--- src/sv/cbfe_pkg.sv ---
`timescale 1ns / 1ps

package cbfe_pkg;

  localparam int BurstDepth = 8;

  localparam logic       FUNC_HEADER  = 1'b0;
  localparam logic       FUNC_PAYLOAD = 1'b1;

  localparam logic [7:0]  FLAG_BYTE      = 8'hF9;
  localparam logic [7:0]  UIH_MASK       = 8'hEF;
  localparam logic [7:0]  CRC_INIT       = 8'hFF;
  localparam logic [7:0]  CRC_POLY_REFL  = 8'hE0;
  localparam logic [14:0] MAX_INFO_RESET = 15'd127;
  localparam logic [14:0] TWO_BYTE_LENGTH_AT = 15'd128;

  // one item's worth of output bytes, oldest in entry 0
  typedef struct packed {
    logic [BurstDepth-1:0][7:0] bytes;
    logic [BurstDepth-1:0]      ends;
    logic [3:0]                 cnt;
    logic                       status;
  } burst_t;

  // reflected CRC-8 over one byte
  function automatic logic [7:0] crc8_step(input logic [7:0] crc, input logic [7:0] b);
    logic [7:0] c;
    c = crc ^ b;
    for (int i = 0; i < 8; i++) begin
      c = c[0] ? ((c >> 1) ^ CRC_POLY_REFL) : (c >> 1);
    end
    return c;
  endfunction

endpackage

--- src/sv/cbfe_encoder.sv ---
`timescale 1ns / 1ps

module cbfe_encoder import cbfe_pkg::*; (
  input  logic        clk,
  input  logic        rst,
  input  logic        cfg_we,
  input  logic [14:0] cfg_data,
  input  logic        in_valid,
  output logic        in_ready,
  input  logic        func,
  input  logic [5:0]  dlci,
  input  logic        cr,
  input  logic [7:0]  control_byte,
  input  logic [14:0] total_length,
  input  logic [7:0]  payload_byte,
  input  logic        buf_can_load,
  output logic        load,
  output burst_t      burst
);

  // input register
  logic        iq_valid;
  logic        iq_func;
  logic [5:0]  iq_dlci;
  logic        iq_cr;
  logic [7:0]  iq_ctrl;
  logic [14:0] iq_len;
  logic [7:0]  iq_byte;

  // frame state
  logic [14:0] max_info_length;
  logic        frame_open;
  logic [7:0]  address_byte;
  logic [7:0]  control_held;
  logic        uih_mode;
  logic [14:0] payload_left;
  logic [14:0] chunk_left;
  logic [7:0]  crc_acc;
  logic [7:0]  hdr_crc;

  logic        is_hdr;
  logic [7:0]  h_addr;
  logic [7:0]  h_crc;
  logic [14:0] lim;
  logic [14:0] st_len;
  logic [7:0]  st_base;
  logic [7:0]  st_addr;
  logic [7:0]  st_ctrl;
  logic [14:0] chunk;
  logic [14:0] rest;
  logic        two;
  logic [7:0]  len0;
  logic [7:0]  len1;
  logic [7:0]  c_l0;
  logic [7:0]  c_len;
  logic [7:0]  p_crc;
  logic        p_end;
  logic        do_start;

  assign load     = iq_valid && buf_can_load;
  assign in_ready = !iq_valid || load;

  always_ff @(posedge clk) begin
    if (rst) begin
      iq_valid <= 1'b0;
    end else if (in_valid && in_ready) begin
      iq_valid <= 1'b1;
    end else if (load) begin
      iq_valid <= 1'b0;
    end
  end

  always_ff @(posedge clk) begin
    if (in_valid && in_ready) begin
      iq_func <= func;
      iq_dlci <= dlci;
      iq_cr   <= cr;
      iq_ctrl <= control_byte;
      iq_len  <= total_length;
      iq_byte <= payload_byte;
    end
  end

  always_comb begin
    is_hdr  = (iq_func == FUNC_HEADER);
    h_addr  = {iq_dlci, iq_cr, 1'b1};
    h_crc   = crc8_step(crc8_step(CRC_INIT, h_addr), iq_ctrl);
    lim     = (max_info_length == '0) ? 15'd1 : max_info_length;
    st_len  = is_hdr ? iq_len : payload_left;
    st_base = is_hdr ? h_crc : hdr_crc;
    st_addr = is_hdr ? h_addr : address_byte;
    st_ctrl = is_hdr ? iq_ctrl : control_held;
    chunk   = (st_len < lim) ? st_len : lim;
    rest    = st_len - chunk;
    two     = (chunk >= TWO_BYTE_LENGTH_AT);
    len0    = {chunk[6:0], !two};
    len1    = chunk[14:7];
    c_l0    = crc8_step(st_base, len0);
    c_len   = two ? crc8_step(c_l0, len1) : c_l0;
    p_crc   = uih_mode ? crc_acc : crc8_step(crc_acc, iq_byte);
    p_end   = (chunk_left == 15'd1);
    do_start = is_hdr || (frame_open && p_end && (payload_left != '0));
  end

  // lay out the bytes this item causes
  always_comb begin
    logic [3:0] n;
    n = '0;
    burst = '0;
    if (!is_hdr) begin
      if (!frame_open) begin
        burst.status = 1'b1;
        n = 4'd1;
      end else begin
        burst.bytes[n[2:0]] = iq_byte;
        n = n + 4'd1;
        if (p_end) begin
          burst.bytes[n[2:0]] = ~p_crc;
          n = n + 4'd1;
          burst.bytes[n[2:0]] = FLAG_BYTE;
          burst.ends[n[2:0]]  = 1'b1;
          n = n + 4'd1;
        end
      end
    end
    if (do_start) begin
      burst.bytes[n[2:0]] = FLAG_BYTE;
      n = n + 4'd1;
      burst.bytes[n[2:0]] = st_addr;
      n = n + 4'd1;
      burst.bytes[n[2:0]] = st_ctrl;
      n = n + 4'd1;
      burst.bytes[n[2:0]] = len0;
      n = n + 4'd1;
      if (two) begin
        burst.bytes[n[2:0]] = len1;
        n = n + 4'd1;
      end
      if (chunk == '0) begin
        burst.bytes[n[2:0]] = ~c_len;
        n = n + 4'd1;
        burst.bytes[n[2:0]] = FLAG_BYTE;
        burst.ends[n[2:0]]  = 1'b1;
        n = n + 4'd1;
      end
    end
    burst.cnt = n;
  end

  always_ff @(posedge clk) begin
    if (rst) begin
      max_info_length <= MAX_INFO_RESET;
      frame_open      <= 1'b0;
      address_byte    <= '0;
      control_held    <= '0;
      uih_mode        <= 1'b0;
      payload_left    <= '0;
      chunk_left      <= '0;
      crc_acc         <= CRC_INIT;
      hdr_crc         <= CRC_INIT;
    end else begin
      if (cfg_we) begin
        max_info_length <= cfg_data;
      end
      if (load) begin
        if (is_hdr) begin
          address_byte <= h_addr;
          control_held <= iq_ctrl;
          uih_mode     <= ((iq_ctrl & UIH_MASK) == UIH_MASK);
          hdr_crc      <= h_crc;
        end
        if (do_start) begin
          payload_left <= rest;
          chunk_left   <= chunk;
          crc_acc      <= c_len;
          frame_open   <= (chunk != '0);
        end else if (frame_open) begin
          crc_acc    <= p_crc;
          chunk_left <= chunk_left - 15'd1;
          if (p_end) begin
            frame_open <= 1'b0;
          end
        end
      end
    end
  end

endmodule

--- src/sv/cbfe_burst_buf.sv ---
`timescale 1ns / 1ps

module cbfe_burst_buf import cbfe_pkg::*; (
  input  logic       clk,
  input  logic       rst,
  input  logic       load,
  input  burst_t     burst,
  output logic       can_load,
  output logic       out_valid,
  input  logic       out_ready,
  output logic [7:0] frame_byte,
  output logic       frame_end,
  output logic       status,
  output logic       last
);

  logic                       valid;
  logic [3:0]                 cnt;
  logic [BurstDepth-1:0][7:0] bytes;
  logic [BurstDepth-1:0]      ends;
  logic                       status_q;
  logic                       pop;

  assign pop        = valid && out_ready;
  assign can_load   = !valid || (pop && cnt == 4'd1);
  assign out_valid  = valid;
  assign frame_byte = bytes[0];
  assign frame_end  = ends[0];
  assign status     = status_q;
  assign last       = (cnt == 4'd1);

  always_ff @(posedge clk) begin
    if (rst) begin
      valid <= 1'b0;
      cnt   <= '0;
    end else if (load) begin
      valid <= 1'b1;
      cnt   <= burst.cnt;
    end else if (pop) begin
      if (cnt == 4'd1) begin
        valid <= 1'b0;
      end
      cnt <= cnt - 4'd1;
    end
  end

  // advance one beat per accepted output
  always_ff @(posedge clk) begin
    if (load) begin
      bytes    <= burst.bytes;
      ends     <= burst.ends;
      status_q <= burst.status;
    end else if (pop) begin
      bytes <= {8'h00, bytes[BurstDepth-1:1]};
      ends  <= {1'b0, ends[BurstDepth-1:1]};
    end
  end

endmodule

--- src/sv/cmux_basic_frame_encoder_unit.sv ---
`timescale 1ns / 1ps
// The input register holds each accepted item until the output shift buffer loads
// its bytes, which the buffer then presents one per beat. Throughput: one input
// beat per cycle while out_ready is high and each item yields one byte (payload
// bytes); an item yielding more bytes holds the input until the one-byte-per-cycle
// output shift buffer sends the last of them. Headers give 4 to 6 bytes, a payload
// byte that closes a frame gives 3, or up to 8 when it also opens the next frame.
// Reset (rst, synchronous): no frame open, max_info_length 127, buffers empty.

module cmux_basic_frame_encoder_unit import cbfe_pkg::*; (
  input  logic        clk,
  input  logic        rst,
  input  logic        cfg_we,
  input  logic [14:0] cfg_data,
  input  logic        in_valid,
  output logic        in_ready,
  input  logic        func,
  input  logic [5:0]  dlci,
  input  logic        cr,
  input  logic [7:0]  control_byte,
  input  logic [14:0] total_length,
  input  logic [7:0]  payload_byte,
  output logic        out_valid,
  input  logic        out_ready,
  output logic [7:0]  frame_byte,
  output logic        frame_end,
  output logic        status,
  output logic        last
);

  logic   buf_can_load;
  logic   load;
  burst_t burst;

  cbfe_encoder u_encoder (
    .clk          (clk),
    .rst          (rst),
    .cfg_we       (cfg_we),
    .cfg_data     (cfg_data),
    .in_valid     (in_valid),
    .in_ready     (in_ready),
    .func         (func),
    .dlci         (dlci),
    .cr           (cr),
    .control_byte (control_byte),
    .total_length (total_length),
    .payload_byte (payload_byte),
    .buf_can_load (buf_can_load),
    .load         (load),
    .burst        (burst)
  );

  cbfe_burst_buf u_burst_buf (
    .clk        (clk),
    .rst        (rst),
    .load       (load),
    .burst      (burst),
    .can_load   (buf_can_load),
    .out_valid  (out_valid),
    .out_ready  (out_ready),
    .frame_byte (frame_byte),
    .frame_end  (frame_end),
    .status     (status),
    .last       (last)
  );

endmodule

--- config.mk ---
export PLATFORM = sky130hd
export DESIGN_NAME = cmux_basic_frame_encoder_unit
export DESIGN_NICKNAME = d
export VERILOG_FILES = /design/src/sv/cbfe_pkg.sv /design/src/sv/cbfe_encoder.sv /design/src/sv/cbfe_burst_buf.sv /design/src/sv/cmux_basic_frame_encoder_unit.sv
export SDC_FILE = /design/constraint.sdc
export NUM_CORES = 1
export LEC_CHECK = 0
export ABC_AREA = 1
export BUFFER_PORTS_ARGS = -buffer_cell sky130_fd_sc_hd__buf_2
export CAP_MARGIN = 10
export CORE_UTILIZATION = 55
export CTS_CLUSTER_SIZE = 12
export DETAILED_ROUTE_END_ITERATION = 10
export PLACE_DENSITY_LB_ADDON = 0.3
export SLEW_MARGIN = 40
export SYNTH_ARGS = -nofsm -noshare
export SYNTH_HDL_FRONTEND = slang
export SYNTH_SLANG_ARGS = --single-unit
--- constraint.sdc ---
create_clock -name clk -period 7 [get_ports clk]
set_input_delay 1.4 -clock clk [delete_from_list [all_inputs] [get_ports clk]]
set_output_delay 1.4 -clock clk [all_outputs]
set_load 0.1 [all_outputs]
==> summary.md, run 1 <==
| Metric | Value |
|---|---|
| Pleak | 5.97 nW |
| Clock Sinks | 197 |
| TritonRoute pass-1 iters | 9 |
| Chip height | 152 um |
| Top post-synthesis cells by area | edfxtp_1 27%, dfxtp_1 14%, nand2_1 10% |
| Period minus WS final | 5400 ps |
| Share of cells above drive strength 1 | 0.149 |
| DR vias | 11287 |
| Slew margin rel. | 0.514 |
| Area Overhead vs Synth | 9.08% |
| Slowest library cell on the worst path | nor3_1 |
| Placer Congestion | 0.976 |
| CP required | 7370 ps |
| Synth Register Bits | 197 |
| # port buffers | 71 |
| Combinational power share | 0.422 |
| Die Area | 23200 sq um |
| Post-synthesis async set-or-reset flop share | 0 |
| IO Count | 72 |
| Seq/Total Area, Yosys | 0.407 |
| Net count after synthesis | 1699 |
| Global-route wire length before repair | 57600 um |
| Synth warn | 0 |
| Clk pin slew, worst setup/hold paths | 90 ps |
| Worst Hold Class | reg2reg |
| Synth Instances | 1603 |
| Worst Path Class, Setup | reg2reg |
| Routed wire length | 36900 um |
| CTS tree | yes |
| Hold Fails Final Rpt | 0 |
| Top cells by count, synth | 341 x nand2_1, 161 x inv_1, 149 x a21oi_1 |
| Num CTS Buffers | 17 |
| Peak VDD IR | 0.218 mV |
| Synth Flop Type | edfxtp_1 |
| Number of synthesized flops with an enable pin | 112 |
| Crit-path cells | buf_4 > inv_1 > buf_4 > or2_2 > o21ai_0 > inv_1 > ha_1 > nand4_1 > nor3_1 > nand2_4 > nand2_4 > nand2_1 > nand2_2 > nand2_2 > nor2_4 > nand2_2 > inv_6 > ha_1 > inv_1 > ha_1 > nand2_1 > xor2_1 > or2_1 > a221oi_2 |
| DP HPWL | 26600 um |
| Period utilization | 0.772 |
| Row count | 54 |
| Critical Path AT | 5770 ps |
| Mapped Area | 12400 sq um |
| Worst path max stage delay | 350 ps |
| PD cells | 310 nW/um^2 |
| # DRC | 5 |
| DR WL/cell | 19.1 um |
| # setup viols final | 0 |
| Post-CTS setup buffer count | 0 |
| H-tree depth | 4 |
| Post-synth top area share | 0.270 |
| Grt ovf | 0 |
| Final ANT Viol Nets | 0 |
| Die W | 152 um |
| Setup crit start kind | flip-flop |
| Slew @ Worst Pin | 729 ps |
| Pint | 2.38 mW |
| Post-Route Skew | 17.2 ps |
| Vias in the first global route | 10596 |
| RSZ-0062 raised after global routing | no |
| Antenna diodes | 0 |
| Crit path max-delay family | simple AND/OR/NAND/NOR gates |
| Max-Cap Viols | 0 |
| Sw Share | 0.433 |
| CTS Root Cell | clkbuf_16 |
| Hold Buf Count CTS | 0 |
| Leading area contributor after synthesis | edfxtp_1 |
| Layout fillers | 2005 |
| Worst Slack Setup Final | 1600 ps |
| Cell area after layout | 13600 sq um |
| Fmax | 0.185 GHz |
| Status | complete, but fails checks |
| Sequential share of power | 0.331 |
| Synth unique cells | 56 |
| Violated checks | DRC |
| Worst-path maximum fanout | 24 |
| Clock power frac | 0.247 |
| Psw | 1.82 mW |
| Largest net degree at the start of global routing | 76 |
| Clock Tree Buf Depth | 2 |
| Buf+Inv Stages, Crit Path | 6 |
| Pre-CTS setup slack | 1630 ps |
| Clock latency on the worst-skew pair | 450 ps |
| Layout Nets | 1732 |
| Core area | 22000 sq um |
| Antenna violations before repair | 0 |
| Mapped Avg Cell Area | 7.76 sq um |
| All-Layer GR Usage | 0.321 |
| Post-Route Setup TNS | 0 ps |
| Top-count cell post-synth | nand2_1 |
| Vias per std cell | 5.85 |
| Crit. End Element | flip-flop |
| Starting density of the core | 0.565 |
| Post-CTS resize count | 0 |
| Initial DRC count | 1070 |
| Area after DPL | 13000 sq um |
| Final Max Tran Viols | 0 |
| Overall Power | 4.20 mW |
## path summary, 6_finish.rpt
| kind | startpoint | endpoint | slack, ps | cells past startpoint |
|---|---|---|---|---|
| setup / recovery | u_encoder.iq_func$_DFFE_PP_ | u_burst_buf.cnt[3]$_SDFFE_PP0P_ | 1600 | 24 |
| hold / removal | u_encoder.hdr_crc[6]$_SDFFE_PP1P_ | u_encoder.hdr_crc[6]$_SDFFE_PP1P_ | 470 | 2 |
| setup reg to reg | u_encoder.iq_func$_DFFE_PP_ | u_burst_buf.cnt[3]$_SDFFE_PP0P_ | 1600 | 24 |
| hold reg to reg | u_encoder.hdr_crc[6]$_SDFFE_PP1P_ | u_encoder.hdr_crc[6]$_SDFFE_PP1P_ | 470 | 2 |
## worst reg2reg max path, stage by stage, from the launching register on
cell and delay [ps]:
edfxtp_1 330, buf_4 270, inv_1 70, buf_4 200, or2_2 280, o21ai_0 130
inv_1 110, ha_1 310, nand4_1 130, nor3_1 350, nand2_4 210, nand2_4 260
nand2_1 130, nand2_2 230, nand2_2 100, nor2_4 150, nand2_2 240, inv_6 250
ha_1 340, inv_1 210, ha_1 190, nand2_1 190, xor2_1 230, or2_1 230
a221oi_2 200
## metal layers
metal	GRT usage	up-vias	wire length [um]
met5	0	-	0
met4	0.160	0	1780
met3	0.0464	110	2740
met2	0.530	556	17000
met1	0.412	5170	15300
li1	-	5451	-
## power groups by stage
stage	sequential [mW]	clock, mW	combinational [mW]
3_3_place_gp	1.41	0	1.72
2_1_floorplan	1.41	0	1.29
4_1_cts	1.39	1.04	1.75
5_1_grt	1.40	1.08	1.94
3_5_place_dp	1.41	0	1.74
6_report	1.39	1.04	1.77
## registers in the layout, summed over array words and instances, names as in the netlist, 4 cells and up
name and cells:
u_burst_buf.frame_byte 8, u_encoder.address_byte 8, u_encoder.crc_acc 8, u_encoder.payload_left 15, u_encoder.max_info_length 15, u_encoder.iq_len 15, u_burst_buf.ends 8, u_encoder.iq_ctrl 8
u_burst_buf.cnt 4, u_encoder.iq_byte 8, u_encoder.hdr_crc 8, u_encoder.chunk_left 15, u_burst_buf.bytes 56, u_encoder.iq_dlci 6, u_encoder.control_held 8
## cell usage in the layout (no fill, tap or decap), types with 26 or more instances in the layout
cell,count
a21oi_1,149
nand3_1,99
edfxtp_1,112
xnor2_1,40
dfxtp_1,85
inv_1,158
nand2_1,340
buf_2,71
nand2_2,40
ha_1,36
xor2_1,26
o21ai_0,142
nor2_1,108
## metrics by stage
stage | hold WS (ps) | instances | utilization
2_1_floorplan | 430 | 1603 | -
4_1_cts | 473 | 1929 | 0.616
6_report | 472 | 1929 | 0.616
5_1_grt | 500 | 1929 | 0.616
3_5_place_dp | 454 | 1897 | 0.588
3_3_place_gp | 448 | 1897 | 0.588
## cell type report
type	count	area (sq um)	share of cell area
clock buffer	17	425	0.0314
clock inverter	15	184	0.0136
inverter	170	648	0.0478
multi-input combinational	1162	6410	0.472
sequential	197	5060	0.373
tap	280	350	0.0258
timing repair buffer	88	487	0.0359
## logic make-up after synthesis
| kind of cell | synth area share |
|---|---|
| muxes | 0.000805 |
| adders and majority gates | 0.0378 |
| AOI/OAI and AO/OA | 0.177 |
| xor gates and xnor gates | 0.0556 |
| DFF | 0.407 |
| buffers and inverters | 0.0797 |
| and+or+nand+nor | 0.242 |
No activity file was read; power rests on OpenSTA's default activity.
==> run 2: changes to the inputs <==
--- a/config.mk
+++ b/config.mk
@@ -5,7 +5,7 @@
 export SDC_FILE = /design/constraint.sdc
 export NUM_CORES = 1
 export LEC_CHECK = 0
-export ABC_AREA = 1
+export ABC_AREA = 0
 export BUFFER_PORTS_ARGS = -buffer_cell sky130_fd_sc_hd__buf_2
 export CAP_MARGIN = 10
 export CORE_UTILIZATION = 55
==> constraint.sdc (replaced) <==
create_clock -name clk -period 5 [get_ports clk]
set_input_delay 1 -clock clk [delete_from_list [all_inputs] [get_ports clk]]
set_output_delay 1 -clock clk [all_outputs]
set_load 0.1 [all_outputs]
==> summary.md, run 2 <==
| Metric | Value |
|---|---|
| Status | complete, no violations |
| Worst Hold Class | reg2reg |
| Pleak | 5.17 nW (-13%) |
| Biggest register | u_burst_buf.bytes |
| Clk pin slew, worst setup/hold paths | 70 ps (-20 ps) |
| Antenna diodes | 0 (unchanged) |
| Starting density of the core | 0.566 (+0.000830) |
| Core area | 20400 sq um (-7.2%) |
| Post-synth top area share | 0.291 (+0.0207) |
| Top-count cell post-synth | nand2_1 |
| Synth unique cells | 75 (+34%) |
| Post-Route Setup TNS | 0 ps (unchanged) |
| # DRC | 0 (-5) |
| Post-synthesis async set-or-reset flop share | 0 (unchanged) |
| Mapped Area | 11600 sq um (-7.1%) |
| Top cells by count, synth | 158 x nand2_1, 139 x nor2_1, 112 x a21oi_1, 112 x edfxtp_1, 85 x dfxtp_1 |
| Synth Flop Type | edfxtp_1 |
| Period minus WS final | 4810 ps (-587 ps) |
| Overall Power | 6.17 mW (+47%) |
| Peak VDD IR | 0.322 mV (+47%) |
| DR vias | 9839 (-13%) |
| Slew margin rel. | 0.445 (-0.0693) |
| Final Max Tran Viols | 0 (unchanged) |
| Synth warn | 0 (unchanged) |
| Hold Buf Count CTS | 0 (unchanged) |
| Largest net degree at the start of global routing | 76 (unchanged) |
| PD cells | 468 nW/um^2 (+51%) |
| Grt ovf | 0 (unchanged) |
| Fmax | 0.208 GHz (+12%) |
| DP HPWL | 23300 um (-12%) |
| Antenna violations before repair | 0 (unchanged) |
| Mapped Avg Cell Area | 9.26 sq um (+19%) |
| Max reg flops | 56 (unchanged) |
| Setup crit start kind | flip-flop |
| Number of synthesized flops with an enable pin | 112 (unchanged) |
| Post-Route Skew | 14.2 ps (-2.98 ps) |
| # port buffers | 71 (unchanged) |
| Synth Instances | 1248 (-22%) |
| Worst Path Class, Setup | reg2reg |
| Row count | 52 (-3.7%) |
| CP required | 5250 ps (-2120 ps) |
| Cell area after layout | 13200 sq um (-3.0%) |
| H-tree depth | 4 (unchanged) |
| Synth Register Bits | 197 (unchanged) |
| Worst-path maximum fanout | 9 (-63%) |
| Period utilization | 0.963 (+0.191) |
| Critical Path AT | 5070 ps (-700 ps) |
| Vias in the first global route | 9165 (-14%) |
| Worst Slack Setup Final | 185 ps (-1410 ps) |
| Net count after synthesis | 1344 (-21%) |
| Share of cells above drive strength 1 | 0.176 (+0.0269) |
| Die Area | 21600 sq um (-7.0%) |
| Hold Fails Final Rpt | 0 (unchanged) |
| Area after DPL | 12400 sq um (-4.2%) |
| Vias per std cell | 6.11 (+4.5%) |
| DR WL/cell | 20.7 um (+8.5%) |
| Placer Congestion | 0.944 (-3.3%) |
| Placed cell count | 1571 (-17%) |
| Pre-CTS setup slack | 19.2 ps (-1610 ps) |
| IO Count | 72 (unchanged) |
| All-Layer GR Usage | 0.309 (-0.0116) |
| Max-Cap Viols | 0 (unchanged) |
| Clock latency on the worst-skew pair | 450 ps (about the same) |
| RSZ-0062 raised after global routing | yes |
| Clock Sinks | 197 (unchanged) |
| Num CTS Buffers | 17 (unchanged) |
| Chip height | 147 um (-3.6%) |
| Layout Nets | 1422 (-18%) |
| Top post-synthesis cells by area | edfxtp_1 29%, dfxtp_1 15%, xnor2_1 5.4% |
| Area Overhead vs Synth | 14.0% |
| Leading area contributor after synthesis | edfxtp_1 |
| CTS tree | yes |
| Die W | 147 um (-3.6%) |
| Initial DRC count | 1191 (+11%) |
| CTS Root Cell | clkbuf_16 |
| Most frequent cells in the layout | 156 x nand2_1, 137 x nor2_1, 112 x edfxtp_1, 108 x a21oi_1, 85 x dfxtp_1 |
| Clock Tree Buf Depth | 2 (unchanged) |
| Finished Layout Cells | 1609 (-17%) |
| Most common cell after layout, fill and taps aside | nand2_1 |
| Crit. End Element | flip-flop |
| Final ANT Viol Nets | 0 (unchanged) |
| # setup viols final | 0 (unchanged) |
| TritonRoute pass-1 iters | 6 (-3) |
| Seq/Total Area, Yosys | 0.438 (+0.0312) |
| Routed wire length | 33400 um (-9.5%) |
| Slew @ Worst Pin | 828 ps (+98.9 ps) |
| Global-route wire length before repair | 50700 um (-12%) |
[run 2: cell count changes in the layout (fill, tap and decap cells not counted), moves of 13 or more]
cell / before / now
or2_2: 17 / 0
a21oi_1: 149 / 108
o21ai_0: 142 / 72
buf_4: 16 / 59
nand2_1: 340 / 156
nor2_1: 108 / 137
mux2i_1: 1 / 24
xnor2_1: 40 / 71
inv_1: 158 / 46
nand2_2: 40 / 2
nor3_1: 11 / 29
nand3_1: 99 / 22
nand3_2: 14 / 1
a211oi_1: 3 / 17
[run 2: kinds of logic (layout without fill, tap and decap cells)]
logic type | count (synthesis) | count (layout) | share of synthesized area
DFF | 197 | 197 | 0.438
muxes | 44 | 44 | 0.0421
buffers and inverters | 130 | 221 | 0.0496
AOI/OAI and AO/OA | 317 | 317 | 0.167
xor gates and xnor gates | 114 | 114 | 0.108
adders and majority gates | 37 | 37 | 0.0407
and+or+nand+nor | 409 | 409 | 0.154
[run 2: routing by layer]
layer	GRT usage	wire length [um]	vias up
met3	0.0537	2490	109
met4	0.164	1580	0
li1	-	-	4568
met5	0	0	-
met2	0.515	16100	526
met1	0.384	13200	4636
[run 2: where the power goes]
part | internal (mW) | switching [mW]
logic | 1.22 | 1.65
registers | 1.86 | 0.0929
clock network | 0.665 | 0.683
total | 3.75 | 2.42
[run 2: area by class of cell]
| cell class | instances | area, sq um |
|---|---|---|
| Fill cell | 1693 | 7260 |
| Timing Repair Buffer | 136 | 913 |
| Clock inverter | 13 | 140 |
| Clock buffer | 19 | 433 |
| Inverter | 53 | 204 |
| Sequential cell | 197 | 5060 |
| Tap cell | 270 | 338 |
| Multi-Input combinational cell | 921 | 6070 |
[run 2: path summary, 6_finish.rpt]
| check | start | endpoint | slack (ps) | cells after the start |
|---|---|---|---|---|
| worst max-delay path | u_encoder.iq_func$_DFFE_PP_ | u_burst_buf.bytes[58]$_SDFFCE_PN0P_ | 190 | 17 |
| worst min-delay path | u_burst_buf.cnt[1]$_SDFFE_PP0P_ | u_burst_buf.cnt[1]$_SDFFE_PP0P_ | 470 | 2 |
| worst max register to register | u_encoder.iq_func$_DFFE_PP_ | u_burst_buf.bytes[58]$_SDFFCE_PN0P_ | 190 | 17 |
| worst min register to register | u_burst_buf.cnt[1]$_SDFFE_PP0P_ | u_burst_buf.cnt[1]$_SDFFE_PP0P_ | 470 | 2 |
[run 2: what timing repair did]
item | in CTS | in global routing
cloned | 0 | 1
endpoints found under the setup margin | 1 | 15
pin swaps | 0 | 11
gates resized for setup | 1 | 29
setup buffers | 0 | 5
[run 2: metrics by stage]
step / util / hold slack (ps)
finish: 0.644 / 470
detailed placement: 0.608 / 455
floorplan: - / 432
global route: 0.644 / 493
global placement: 0.606 / 445
CTS: 0.636 / 467
[run 2: worst max-delay path: stages, from the launching register on]
cell	delay, ps
edfxtp_1	400
buf_12	160
mux2_2	390
ha_1	330
o21ai_0	330
o21ai_0	180
nor3_2	220
o21a_2	240
buf_4	250
mux2i_4	270
buf_4	230
xor2_2	270
xor2_1	380
xnor2_4	250
xor2_1	240
o21ai_1	100
nand2b_1	160
a21oi_1	240
